==> src/cmseed_pkg.sv <==
// Shared constants for the class-center seeding block.
// Widths, limits and register map; no dependencies.
package cmseed_pkg;

   // statistic accumulators
   localparam int CNT_W      = 21;
   localparam int SUM_W      = 28;
   localparam int SQ_W       = 36;
   localparam int MAX_PIXELS = 1048576;

   // fixed point and result fields
   localparam int FRAC_BITS   = 8;
   localparam int MAX_CLASSES = 16;
   localparam int CC_W        = 5;
   localparam int IDX_W       = 4;
   localparam int MEAN_W      = 19;
   localparam int VAR_W       = 13;
   localparam logic [VAR_W-1:0] VARIANCE_Q = VAR_W'(20 << FRAC_BITS);

   // arithmetic datapath widths
   localparam int PROD_W   = 57;              // n*sumsq and sum^2
   localparam int MPLIER_W = 28;              // shift-add multiplier operand
   localparam int NN_W     = 41;              // n^2 up to 2^40, also divisor width
   localparam int DVD_W    = 72;              // dividend/quotient shift register
   localparam int VARQ_W   = 32;              // variance, Q(2F)
   localparam int MEANQ_W  = 16;              // mean, QF
   localparam int SIG_W    = 16;              // sigma, QF
   localparam int SQR_W    = 33;              // root partial result

   // sequencer step counts
   localparam int STEP_W      = 7;
   localparam int MUL_STEPS   = 28;
   localparam int DIVV_STEPS  = 72;
   localparam int DIVM_STEPS  = 36;
   localparam int SQRT_STEPS  = 16;

   // stream payloads
   localparam int REQ_DATA_W = 8;
   localparam int RSP_DATA_W = 40;

   // register port
   localparam int CSR_ADDR_W = 3;
   localparam int CSR_DATA_W = 32;
   localparam logic [0:0] REG_CLASS_COUNT = 1'b0;
   localparam logic [CC_W-1:0] CLASS_COUNT_RESET = 5'd2;

endpackage

==> src/class_mean_seed_from_image_stats_core.sv <==
// Class-center seeding core: accumulates pixel statistics, then derives the
// mean and standard deviation and streams out the initial class centers.
// Depends on cmseed_pkg.
//
// Pixels: one transfer per cycle while accumulating (req_tready high).
// After the last pixel one shared shift-add multiplier runs three products,
// one restoring divider runs the variance and the mean, and a bit-pair
// square root derives sigma from the variance. The first center is valid
// after the solve, then one center per cycle as rsp_tready allows.
// req_tready stays low until every center is loaded and the store is
// cleared for the next image.
// Reset (synchronous, active high) clears the statistics, sets class_count
// to 2 and drops rsp_tvalid; no clearing pass is needed.
module class_mean_seed_from_image_stats_core (
   input  logic                               clock,
   input  logic                               reset,
   // pixel stream; tdata[7:0] = pixel, tlast = last pixel of the image
   input  logic                               req_tvalid,
   output logic                               req_tready,
   input  logic [cmseed_pkg::REQ_DATA_W-1:0]  req_tdata,
   input  logic                               req_tlast,
   // center stream; tdata[3:0] = class_index, [22:4] = class_mean,
   // [35:23] = class_variance, [39:36] = zero; tlast = final_res
   output logic                               rsp_tvalid,
   input  logic                               rsp_tready,
   output logic [cmseed_pkg::RSP_DATA_W-1:0]  rsp_tdata,
   output logic                               rsp_tlast,
   // register port
   input  logic                               csr_psel,
   input  logic                               csr_penable,
   input  logic                               csr_pwrite,
   input  logic [cmseed_pkg::CSR_ADDR_W-1:0]  csr_paddr,
   input  logic [cmseed_pkg::CSR_DATA_W-1:0]  csr_pwdata,
   output logic [cmseed_pkg::CSR_DATA_W-1:0]  csr_prdata,
   output logic                               csr_pready
);
   import cmseed_pkg::*;

   typedef enum logic [2:0] {
      ST_ACCUM,   // taking pixels
      ST_MUL_A,   // n * sumsq
      ST_MUL_B,   // sum * sum, forms the variance numerator
      ST_MUL_N,   // n * n
      ST_DIV_V,   // numerator * 2^2F / n^2
      ST_DIV_M,   // sum * 2^F / n
      ST_SQRT,    // sigma = isqrt(var)
      ST_EMIT     // one center per transfer
   } state_type;

   // ---------------------------------------------------------------- registers
   state_type               state_ff, state_in;
   logic [CNT_W-1:0]        cnt_ff, cnt_in;
   logic [SUM_W-1:0]        sum_ff, sum_in;
   logic [SQ_W-1:0]         sumsq_ff, sumsq_in;
   logic [CC_W-1:0]         class_count_ff, class_count_in;
   logic [STEP_W-1:0]       step_ff, step_in;

   logic [PROD_W-1:0]       acc_ff, acc_in;        // multiplier accumulator
   logic [PROD_W-1:0]       mcand_ff, mcand_in;    // shifted multiplicand
   logic [MPLIER_W-1:0]     mplier_ff, mplier_in;  // multiplier bits, LSB first
   logic [PROD_W-1:0]       diff_ff, diff_in;      // N*sumsq - sum^2
   logic [NN_W-1:0]         nn_ff, nn_in;

   logic [DVD_W-1:0]        dvd_ff, dvd_in;        // dividend in, quotient out
   logic [NN_W-1:0]         rem_ff, rem_in;

   logic [VARQ_W-1:0]       var_ff, var_in;
   logic [MEANQ_W-1:0]      mean_ff, mean_in;
   logic [SIG_W-1:0]        sigma_ff, sigma_in;
   logic [VARQ_W-1:0]       sqv_ff, sqv_in;        // root radicand remainder
   logic [SQR_W-1:0]        sqres_ff, sqres_in;

   logic [CC_W-1:0]         idx_ff, idx_in;        // next class to send
   logic                    rsp_valid_ff, rsp_valid_in;
   logic [IDX_W-1:0]        rsp_index_ff, rsp_index_in;
   logic [MEAN_W-1:0]       rsp_mean_ff, rsp_mean_in;
   logic                    rsp_last_ff, rsp_last_in;

   // ------------------------------------------------------------ datapath
   logic                    csr_wr;
   logic [2*REQ_DATA_W-1:0] px_sq;
   logic [PROD_W-1:0]       mul_sum;
   logic [NN_W-1:0]         dvs;
   logic [NN_W:0]           div_top;
   logic [NN_W:0]           div_diff;
   logic                    div_ge;
   logic [NN_W-1:0]         rem_next;
   logic [DVD_W-1:0]        dvd_next;
   logic [SQR_W-1:0]        sq_bit;
   logic [SQR_W-1:0]        sq_try;
   logic                    sq_ge;
   logic [SQR_W-1:0]        sqres_next;
   logic [CC_W-1:0]         cc;
   logic [CC_W-2:0]         half;
   logic signed [5:0]       em_m;
   logic signed [22:0]      em_prod;
   logic signed [23:0]      em_t;
   logic                    em_load;

   assign csr_wr = csr_psel & csr_penable & csr_pwrite;
   assign px_sq  = req_tdata * req_tdata;

   // shared shift-add multiplier: one partial product per cycle
   assign mul_sum = acc_ff + (mplier_ff[0] ? mcand_ff : '0);

   // restoring divider: one quotient bit per cycle
   assign dvs      = (state_ff == ST_DIV_V) ? nn_ff : NN_W'(cnt_ff);
   assign div_top  = {rem_ff, dvd_ff[DVD_W-1]};
   assign div_diff = div_top - {1'b0, dvs};
   assign div_ge   = (div_top >= {1'b0, dvs});
   assign rem_next = div_ge ? div_diff[NN_W-1:0] : div_top[NN_W-1:0];
   assign dvd_next = {dvd_ff[DVD_W-2:0], div_ge};

   // integer square root, one result bit per cycle, bit = 4^(15-step)
   assign sq_bit     = SQR_W'(1) << {~step_ff[3:0], 1'b0};
   assign sq_try     = sqres_ff + sq_bit;
   assign sq_ge      = ({1'b0, sqv_ff} >= sq_try);
   assign sqres_next = sq_ge ? ((sqres_ff >> 1) + sq_bit) : (sqres_ff >> 1);

   // center = floor(mean + m*sigma/2); m skips zero for an even count
   assign cc      = (class_count_ff > CC_W'(MAX_CLASSES)) ? CC_W'(MAX_CLASSES)
                                                         : class_count_ff;
   assign half    = cc[CC_W-1:1];
   assign em_m    = 6'(idx_ff) - 6'(half)
                  + ((!cc[0] && (idx_ff >= CC_W'(half))) ? 6'sd1 : 6'sd0);
   assign em_prod = em_m * $signed({1'b0, sigma_ff});
   assign em_t    = $signed({7'b0, mean_ff, 1'b0}) + $signed({em_prod[22], em_prod});
   assign em_load = (state_ff == ST_EMIT) && (idx_ff != cc)
                  && (!rsp_valid_ff || rsp_tready);

   always_comb begin
      state_in       = state_ff;
      cnt_in         = cnt_ff;
      sum_in         = sum_ff;
      sumsq_in       = sumsq_ff;
      class_count_in = class_count_ff;
      step_in        = step_ff;
      acc_in         = acc_ff;
      mcand_in       = mcand_ff;
      mplier_in      = mplier_ff;
      diff_in        = diff_ff;
      nn_in          = nn_ff;
      dvd_in         = dvd_ff;
      rem_in         = rem_ff;
      var_in         = var_ff;
      mean_in        = mean_ff;
      sigma_in       = sigma_ff;
      sqv_in         = sqv_ff;
      sqres_in       = sqres_ff;
      idx_in         = idx_ff;
      rsp_valid_in   = rsp_valid_ff & ~rsp_tready;
      rsp_index_in   = rsp_index_ff;
      rsp_mean_in    = rsp_mean_ff;
      rsp_last_in    = rsp_last_ff;

      if (csr_wr && (csr_paddr[2] == REG_CLASS_COUNT)) begin
         class_count_in = csr_pwdata[CC_W-1:0];
      end

      case (state_ff)
         ST_ACCUM: begin
            if (req_tvalid) begin
               if (cnt_ff < CNT_W'(MAX_PIXELS)) begin
                  cnt_in   = cnt_ff + CNT_W'(1);
                  sum_in   = sum_ff + SUM_W'(req_tdata);
                  sumsq_in = sumsq_ff + SQ_W'(px_sq);
               end
               if (req_tlast) begin
                  step_in = '0;
                  idx_in  = '0;
                  if (cnt_in == '0) begin
                     // empty image: every center sits at zero
                     mean_in  = '0;
                     sigma_in = '0;
                     var_in   = '0;
                     state_in = ST_EMIT;
                  end else begin
                     acc_in    = '0;
                     mcand_in  = PROD_W'(sumsq_in);
                     mplier_in = MPLIER_W'(cnt_in);
                     state_in  = ST_MUL_A;
                  end
               end
            end
         end
         ST_MUL_A, ST_MUL_B, ST_MUL_N: begin
            acc_in    = mul_sum;
            mcand_in  = mcand_ff << 1;
            mplier_in = mplier_ff >> 1;
            step_in   = step_ff + STEP_W'(1);
            if (step_ff == STEP_W'(MUL_STEPS - 1)) begin
               step_in = '0;
               acc_in  = '0;
               if (state_ff == ST_MUL_A) begin
                  diff_in   = mul_sum;
                  mcand_in  = PROD_W'(sum_ff);
                  mplier_in = MPLIER_W'(sum_ff);
                  state_in  = ST_MUL_B;
               end else if (state_ff == ST_MUL_B) begin
                  diff_in   = (diff_ff > mul_sum) ? (diff_ff - mul_sum) : '0;
                  mcand_in  = PROD_W'(cnt_ff);
                  mplier_in = MPLIER_W'(cnt_ff);
                  state_in  = ST_MUL_N;
               end else begin
                  nn_in    = mul_sum[NN_W-1:0];
                  dvd_in   = {diff_ff[DVD_W-2*FRAC_BITS-1:0], {(2*FRAC_BITS){1'b0}}};
                  rem_in   = '0;
                  state_in = ST_DIV_V;
               end
            end
         end
         ST_DIV_V: begin
            dvd_in  = dvd_next;
            rem_in  = rem_next;
            step_in = step_ff + STEP_W'(1);
            if (step_ff == STEP_W'(DIVV_STEPS - 1)) begin
               var_in   = dvd_next[VARQ_W-1:0];
               dvd_in   = {sum_ff, {FRAC_BITS{1'b0}},
                           {(DVD_W-SUM_W-FRAC_BITS){1'b0}}};
               rem_in   = '0;
               step_in  = '0;
               state_in = ST_DIV_M;
            end
         end
         ST_DIV_M: begin
            dvd_in  = dvd_next;
            rem_in  = rem_next;
            step_in = step_ff + STEP_W'(1);
            if (step_ff == STEP_W'(DIVM_STEPS - 1)) begin
               mean_in  = dvd_next[MEANQ_W-1:0];
               sqv_in   = var_ff;
               sqres_in = '0;
               step_in  = '0;
               state_in = ST_SQRT;
            end
         end
         ST_SQRT: begin
            if (sq_ge) begin
               sqv_in = sqv_ff - sq_try[VARQ_W-1:0];
            end
            sqres_in = sqres_next;
            step_in  = step_ff + STEP_W'(1);
            if (step_ff == STEP_W'(SQRT_STEPS - 1)) begin
               sigma_in = sqres_next[SIG_W-1:0];
               step_in  = '0;
               state_in = ST_EMIT;
            end
         end
         ST_EMIT: begin
            if (idx_ff == cc) begin
               // run done (or no classes): clear the store for the next image
               cnt_in   = '0;
               sum_in   = '0;
               sumsq_in = '0;
               state_in = ST_ACCUM;
            end else if (em_load) begin
               rsp_valid_in = 1'b1;
               rsp_index_in = idx_ff[IDX_W-1:0];
               rsp_mean_in  = em_t[MEAN_W:1];
               rsp_last_in  = ((idx_ff + CC_W'(1)) == cc);
               idx_in       = idx_ff + CC_W'(1);
            end
         end
         default: begin
            state_in = ST_ACCUM;
         end
      endcase
   end

   always_ff @(posedge clock) begin
      if (reset) begin
         state_ff       <= ST_ACCUM;
         cnt_ff         <= '0;
         sum_ff         <= '0;
         sumsq_ff       <= '0;
         class_count_ff <= CLASS_COUNT_RESET;
         step_ff        <= '0;
         idx_ff         <= '0;
         rsp_valid_ff   <= 1'b0;
      end else begin
         state_ff       <= state_in;
         cnt_ff         <= cnt_in;
         sum_ff         <= sum_in;
         sumsq_ff       <= sumsq_in;
         class_count_ff <= class_count_in;
         step_ff        <= step_in;
         idx_ff         <= idx_in;
         rsp_valid_ff   <= rsp_valid_in;
      end
      acc_ff       <= acc_in;
      mcand_ff     <= mcand_in;
      mplier_ff    <= mplier_in;
      diff_ff      <= diff_in;
      nn_ff        <= nn_in;
      dvd_ff       <= dvd_in;
      rem_ff       <= rem_in;
      var_ff       <= var_in;
      mean_ff      <= mean_in;
      sigma_ff     <= sigma_in;
      sqv_ff       <= sqv_in;
      sqres_ff     <= sqres_in;
      rsp_index_ff <= rsp_index_in;
      rsp_mean_ff  <= rsp_mean_in;
      rsp_last_ff  <= rsp_last_in;
   end

   // ------------------------------------------------------------- outputs
   assign req_tready = (state_ff == ST_ACCUM);
   assign rsp_tvalid = rsp_valid_ff;
   assign rsp_tdata  = {{(RSP_DATA_W-IDX_W-MEAN_W-VAR_W){1'b0}},
                        VARIANCE_Q, rsp_mean_ff, rsp_index_ff};
   assign rsp_tlast  = rsp_last_ff;
   assign csr_pready = 1'b1;
   assign csr_prdata = (csr_paddr[2] == REG_CLASS_COUNT)
                     ? CSR_DATA_W'(class_count_ff) : '0;

   // ---------------------------------------------------------- assertions
   a_cnt_bound: assert property (@(posedge clock) disable iff (reset)
      cnt_ff <= CNT_W'(MAX_PIXELS))
      else $error("pixel count beyond limit");

   a_nn_product: assert property (@(posedge clock) disable iff (reset)
      (state_ff == ST_DIV_V) |-> (42'(nn_ff) == 42'(cnt_ff) * 42'(cnt_ff)))
      else $error("n squared wrong during variance divide");

   a_mean_quot: assert property (@(posedge clock) disable iff (reset)
      (state_ff == ST_EMIT && idx_ff == '0 && cnt_ff != '0) |->
      ((37'(mean_ff) * 37'(cnt_ff) <= 37'({sum_ff, {FRAC_BITS{1'b0}}})) &&
       ((37'(mean_ff) + 37'd1) * 37'(cnt_ff) > 37'({sum_ff, {FRAC_BITS{1'b0}}}))))
      else $error("mean is not the floored quotient");

   a_sigma_root: assert property (@(posedge clock) disable iff (reset)
      (state_ff == ST_EMIT && idx_ff == '0) |->
      ((34'(sigma_ff) * 34'(sigma_ff) <= 34'(var_ff)) &&
       ((34'(sigma_ff) + 34'd1) * (34'(sigma_ff) + 34'd1) > 34'(var_ff))))
      else $error("sigma is not the floored root");

endmodule
==> config.mk <==
export PLATFORM = sky130hd
export DESIGN_NAME = class_mean_seed_from_image_stats_core
export DESIGN_NICKNAME = d
export VERILOG_FILES = /design/src/cmseed_pkg.sv /design/src/class_mean_seed_from_image_stats_core.sv
export SDC_FILE = /design/constraint.sdc
export NUM_CORES = 2
export LEC_CHECK = 0
export BUFFER_PORTS_ARGS = -buffer_cell sky130_fd_sc_hd__buf_2
export CORE_UTILIZATION = 36
export CTS_CLUSTER_DIAMETER = 80
export DETAILED_ROUTE_END_ITERATION = 6
export PLACE_DENSITY_LB_ADDON = 0.15
export SETUP_SLACK_MARGIN = 0.4
export SLEW_MARGIN = 30
export SYNTH_ARGS = -nofsm -noshare
export SYNTH_HDL_FRONTEND = slang
export SYNTH_SLANG_ARGS = --single-unit
==> constraint.sdc <==
create_clock -name clock -period 13.2 [get_ports clock]
set_clock_uncertainty 0.2 [all_clocks]
set_input_delay 0.66 -clock clock [delete_from_list [all_inputs] [get_ports clock]]
set_output_delay 0.66 -clock clock [all_outputs]
set_load 0.01 [all_outputs]
==> results.json <==
{
  "yosys_warnings": 0,
  "start_util": 0.3634,
  "netlist_area_mm2": 0.04505,
  "use_met3": 0.02658,
  "port_buffers": 52,
  "synth_edf_count": 506,
  "critPathLaunchType": "flop",
  "setup_viol": 0,
  "use_met1": 0.2629,
  "vias": 34760,
  "cts_buffer_depth": 3,
  "cts_tree": "built",
  "totalWireLength_mm": 128.3,
  "dpl.hpwl_mm": 95.37,
  "p_leak_nw": 19.81,
  "vdd_drop_max_mv": 0.2564,
  "cts_resized": 0,
  "worstSkewPairLatency_ns": 0.69,
  "min_path_type": "in -> reg",
  "ys_ff_latch": 612,
  "nNetsFinal": 5205,
  "grt_pass1_wl_mm": 198.9,
  "cts_hold_buffers": 3,
  "yosysSeqAreaShare": 0.3844,
  "grt-ovfl-total": 0,
  "final_hold_viol_count": 0,
  "finalCritPeriodShare": 0.6396,
  "syn_inst": 4719,
  "worstMarginPinSlew_ns": 0.9839,
  "viasPerCell": 5.429,
  "pin_count": 127,
  "worst_ep_required_time_ns": 13.41,
  "cts_made_buffers": 78,
  "period_needed_ns": 8.442,
  "synth-main-ff-cell": "edfxtp_1",
  "dp_slack_ns": 4.699,
  "final.setup.worst_slack_ns": 4.758,
  "p_per_area_mw_per_mm2": 307.4,
  "die_h_um": 355.7,
  "cts_setup_buffers": 0,
  "clk_pin_slew_ns": 0.06,
  "grt_usage": 0.2002,
  "root_buffer": "clkbuf_16",
  "finalSetupTns_ns": 0,
  "first_iter_violations": 2510,
  "h-tree-depth": 3,
  "slowest_delay_ns": 0.72,
  "status": "finished with violations",
  "rows": 129,
  "fillers": 12480,
  "place_congestion": 0.8965,
  "busiest_layer": "met2",
  "drcViolationCount": 6,
  "ant_nets": 0,
  "slew_violations": 0,
  "rsz0062_at_grt": "no",
  "routedWlPerCell_um": 20.04,
  "worstSetupPathType": "reg -> reg",
  "slowest_stage": "xnor2_2",
  "antenna_found_initial": 1,
  "violations": "DRC",
  "dieArea_mm2": 0.1265,
  "max_slew_margin": 0.3416,
  "met2_usage": 0.3377,
  "maxCapViolCount": 0,
  "worst_ep_arrival_time_ns": 8.66,
  "synthToLayoutAreaGrowth_pct": 10.32,
  "end_kind": "flop",
  "synth_area_per_cell_um2": 9.546,
  "crit_fanout": 16,
  "grt_max_degree": 96,
  "coreArea_mm2": 0.1240,
  "timing.fmax_mhz": 118.5,
  "path_common_cell": "fa_1",
  "clkSinkCount": 612,
  "grt_pass1_vias": 33890,
  "fp.dieW_um": 355.7,
  "async_flop_share": 0,
  "dr.pass1.iters": 7,
  "synth.distinct_cells": 99,
  "drive_gt1_frac": 0.06737
}
==> cell type report <==
cell class                 instances  area, um^2  share of cell area
tap                             1637        2048             0.04121
antenna                            1       2.502          0.00005035
timing repair buffer             118       770.7             0.01551
multi-input combinational       3566       25680              0.5168
clock inverter                    46       555.5             0.01118
inverter                         326        1224             0.02462
clock buffer                      97        2095             0.04215
sequential                       612       17320              0.3485
==> registers in the layout (all words and copies together) (netlist names), 16 cells and up <==
signal       flops
dvd_ff          72
acc_ff          57
diff_ff         57
mcand_ff        57
nn_ff           41
rem_ff          41
sumsq_ff        36
sqres_ff        33
sqv_ff          32
var_ff          32
mplier_ff       28
sum_ff          28
cnt_ff          21
rsp_mean_ff     19
mean_ff         16
sigma_ff        16
==> cell families (layout without fill, tap and decap cells) <==
family | after synthesis | in the layout | share of synthesized area
flip-flops | 612 | 612 | 0.3844
AND/OR/NAND/NOR | 1486 | 1486 | 0.1640
buffers and inverters | 584 | 587 | 0.05297
XOR/XNOR | 325 | 325 | 0.06319
adder cells (fa/ha/maj) | 452 | 452 | 0.1452
AO/OA/AOI/OAI | 1190 | 1190 | 0.1749
other | 2 | 46 | 0.0001667
multiplexers | 68 | 68 | 0.01517
==> placed cells by master (no fill, tap or decap), types with 43 or more instances in the layout <==
cell type and instances:
a211oi_1 43, a21o_1 92, a21oi_1 281, a22o_1 47, a31oi_1 84, and2_1 167, and3_1 120, buf_2 52
buf_4 61, clkbuf_16 79, conb_1 45, dfxtp_1 104, edfxtp_1 506, fa_1 118, ha_1 334, inv_1 323
mux2i_1 66, nand2_1 307, nand3_1 110, nand4_1 53, nor2_1 413, nor2b_1 79, nor3_1 63, o21ai_0 215
o21bai_1 43, o22ai_1 53, xnor2_1 192, xor2_1 131
==> stage by stage <==
step	util	instances	power, mW	instance area (um^2)	hold slack, ns
floorplan	-	4762	10.48	45210	0.2323
global placement	0.3791	6256	13.01	47000	0.2780
detailed placement	0.3792	6256	13.06	47010	0.2837
CTS	0.4008	6402	15.38	49690	0.005539
global route	0.4009	6402	16.59	49690	0.05727
finish	0.4009	6403	15.28	49700	0.03862
==> critical path, delay by kind of cell, from the launching register on <==
family / cells / cell delay (ns)
simple gates: 2 / 0.35
xor+xnor: 2 / 0.79
fa+ha+maj: 10 / 3.76
flops: 1 / 0.39
compound gates: 13 / 2.20
buf+inv: 5 / 0.46
==> final timing paths <==
kind	startpoint	end	slack, ns	cells past startpoint
worst min-delay path	csr_pwdata[2]	class_count_ff[2]$_SDFFE_PP0P_	0.04	3
worst max register to register	class_count_ff[4]$_SDFFE_PP0P_	rsp_mean_ff[18]$_DFFE_PP_	4.76	32
worst min register to register	sumsq_ff[29]$_SDFFE_PP0P_	sumsq_ff[29]$_SDFFE_PP0P_	0.30	2
worst max-delay path	class_count_ff[4]$_SDFFE_PP0P_	rsp_mean_ff[18]$_DFFE_PP_	4.76	32
==> cell usage after synthesis, drive strengths merged (43+ instances only) <==
library cell	count	area [um^2]
dfxtp	106	2122
o22ai	54	337.8
xnor2	194	1699
nor2b	80	500.5
nor2	417	1565
a22o	47	411.6
mux2i	66	660.6
a21o	92	690.7
nor3	66	340.3
ha	334	4179
a211oi	47	370.3
edfxtp	506	15190
nand3	110	550.5
nand4	53	331.6
buf	76	479.2
xor2	131	1147
a31oi	88	569.3
clkbuf	182	683.2
and3	120	750.7
fa	118	2362
a21oi	284	1425
nand2	311	1167
inv	326	1224
and2	170	1064
o21ai	243	1224
o21bai	43	322.8
==> where the power goes <==
| group | internal [mW] | switching, mW | leakage, nW |
|---|---|---|---|
| registers | 2.97 | 0.199 | 5.50 |
| clock network | 1.33 | 0.908 | 1.28 |
| logic | 3.83 | 6.03 | 13.0 |
==> layer usage <==
metal / part of all wire / wire, um / up-vias
met5: 0 / 0 / -
met4: 0.034 / 4350 / 0
met3: 0.038 / 4932 / 176
met2: 0.48 / 61420 / 699
met1: 0.45 / 57590 / 16860
li1: - / - / 17020
Power figures use the tool's default switching activity.
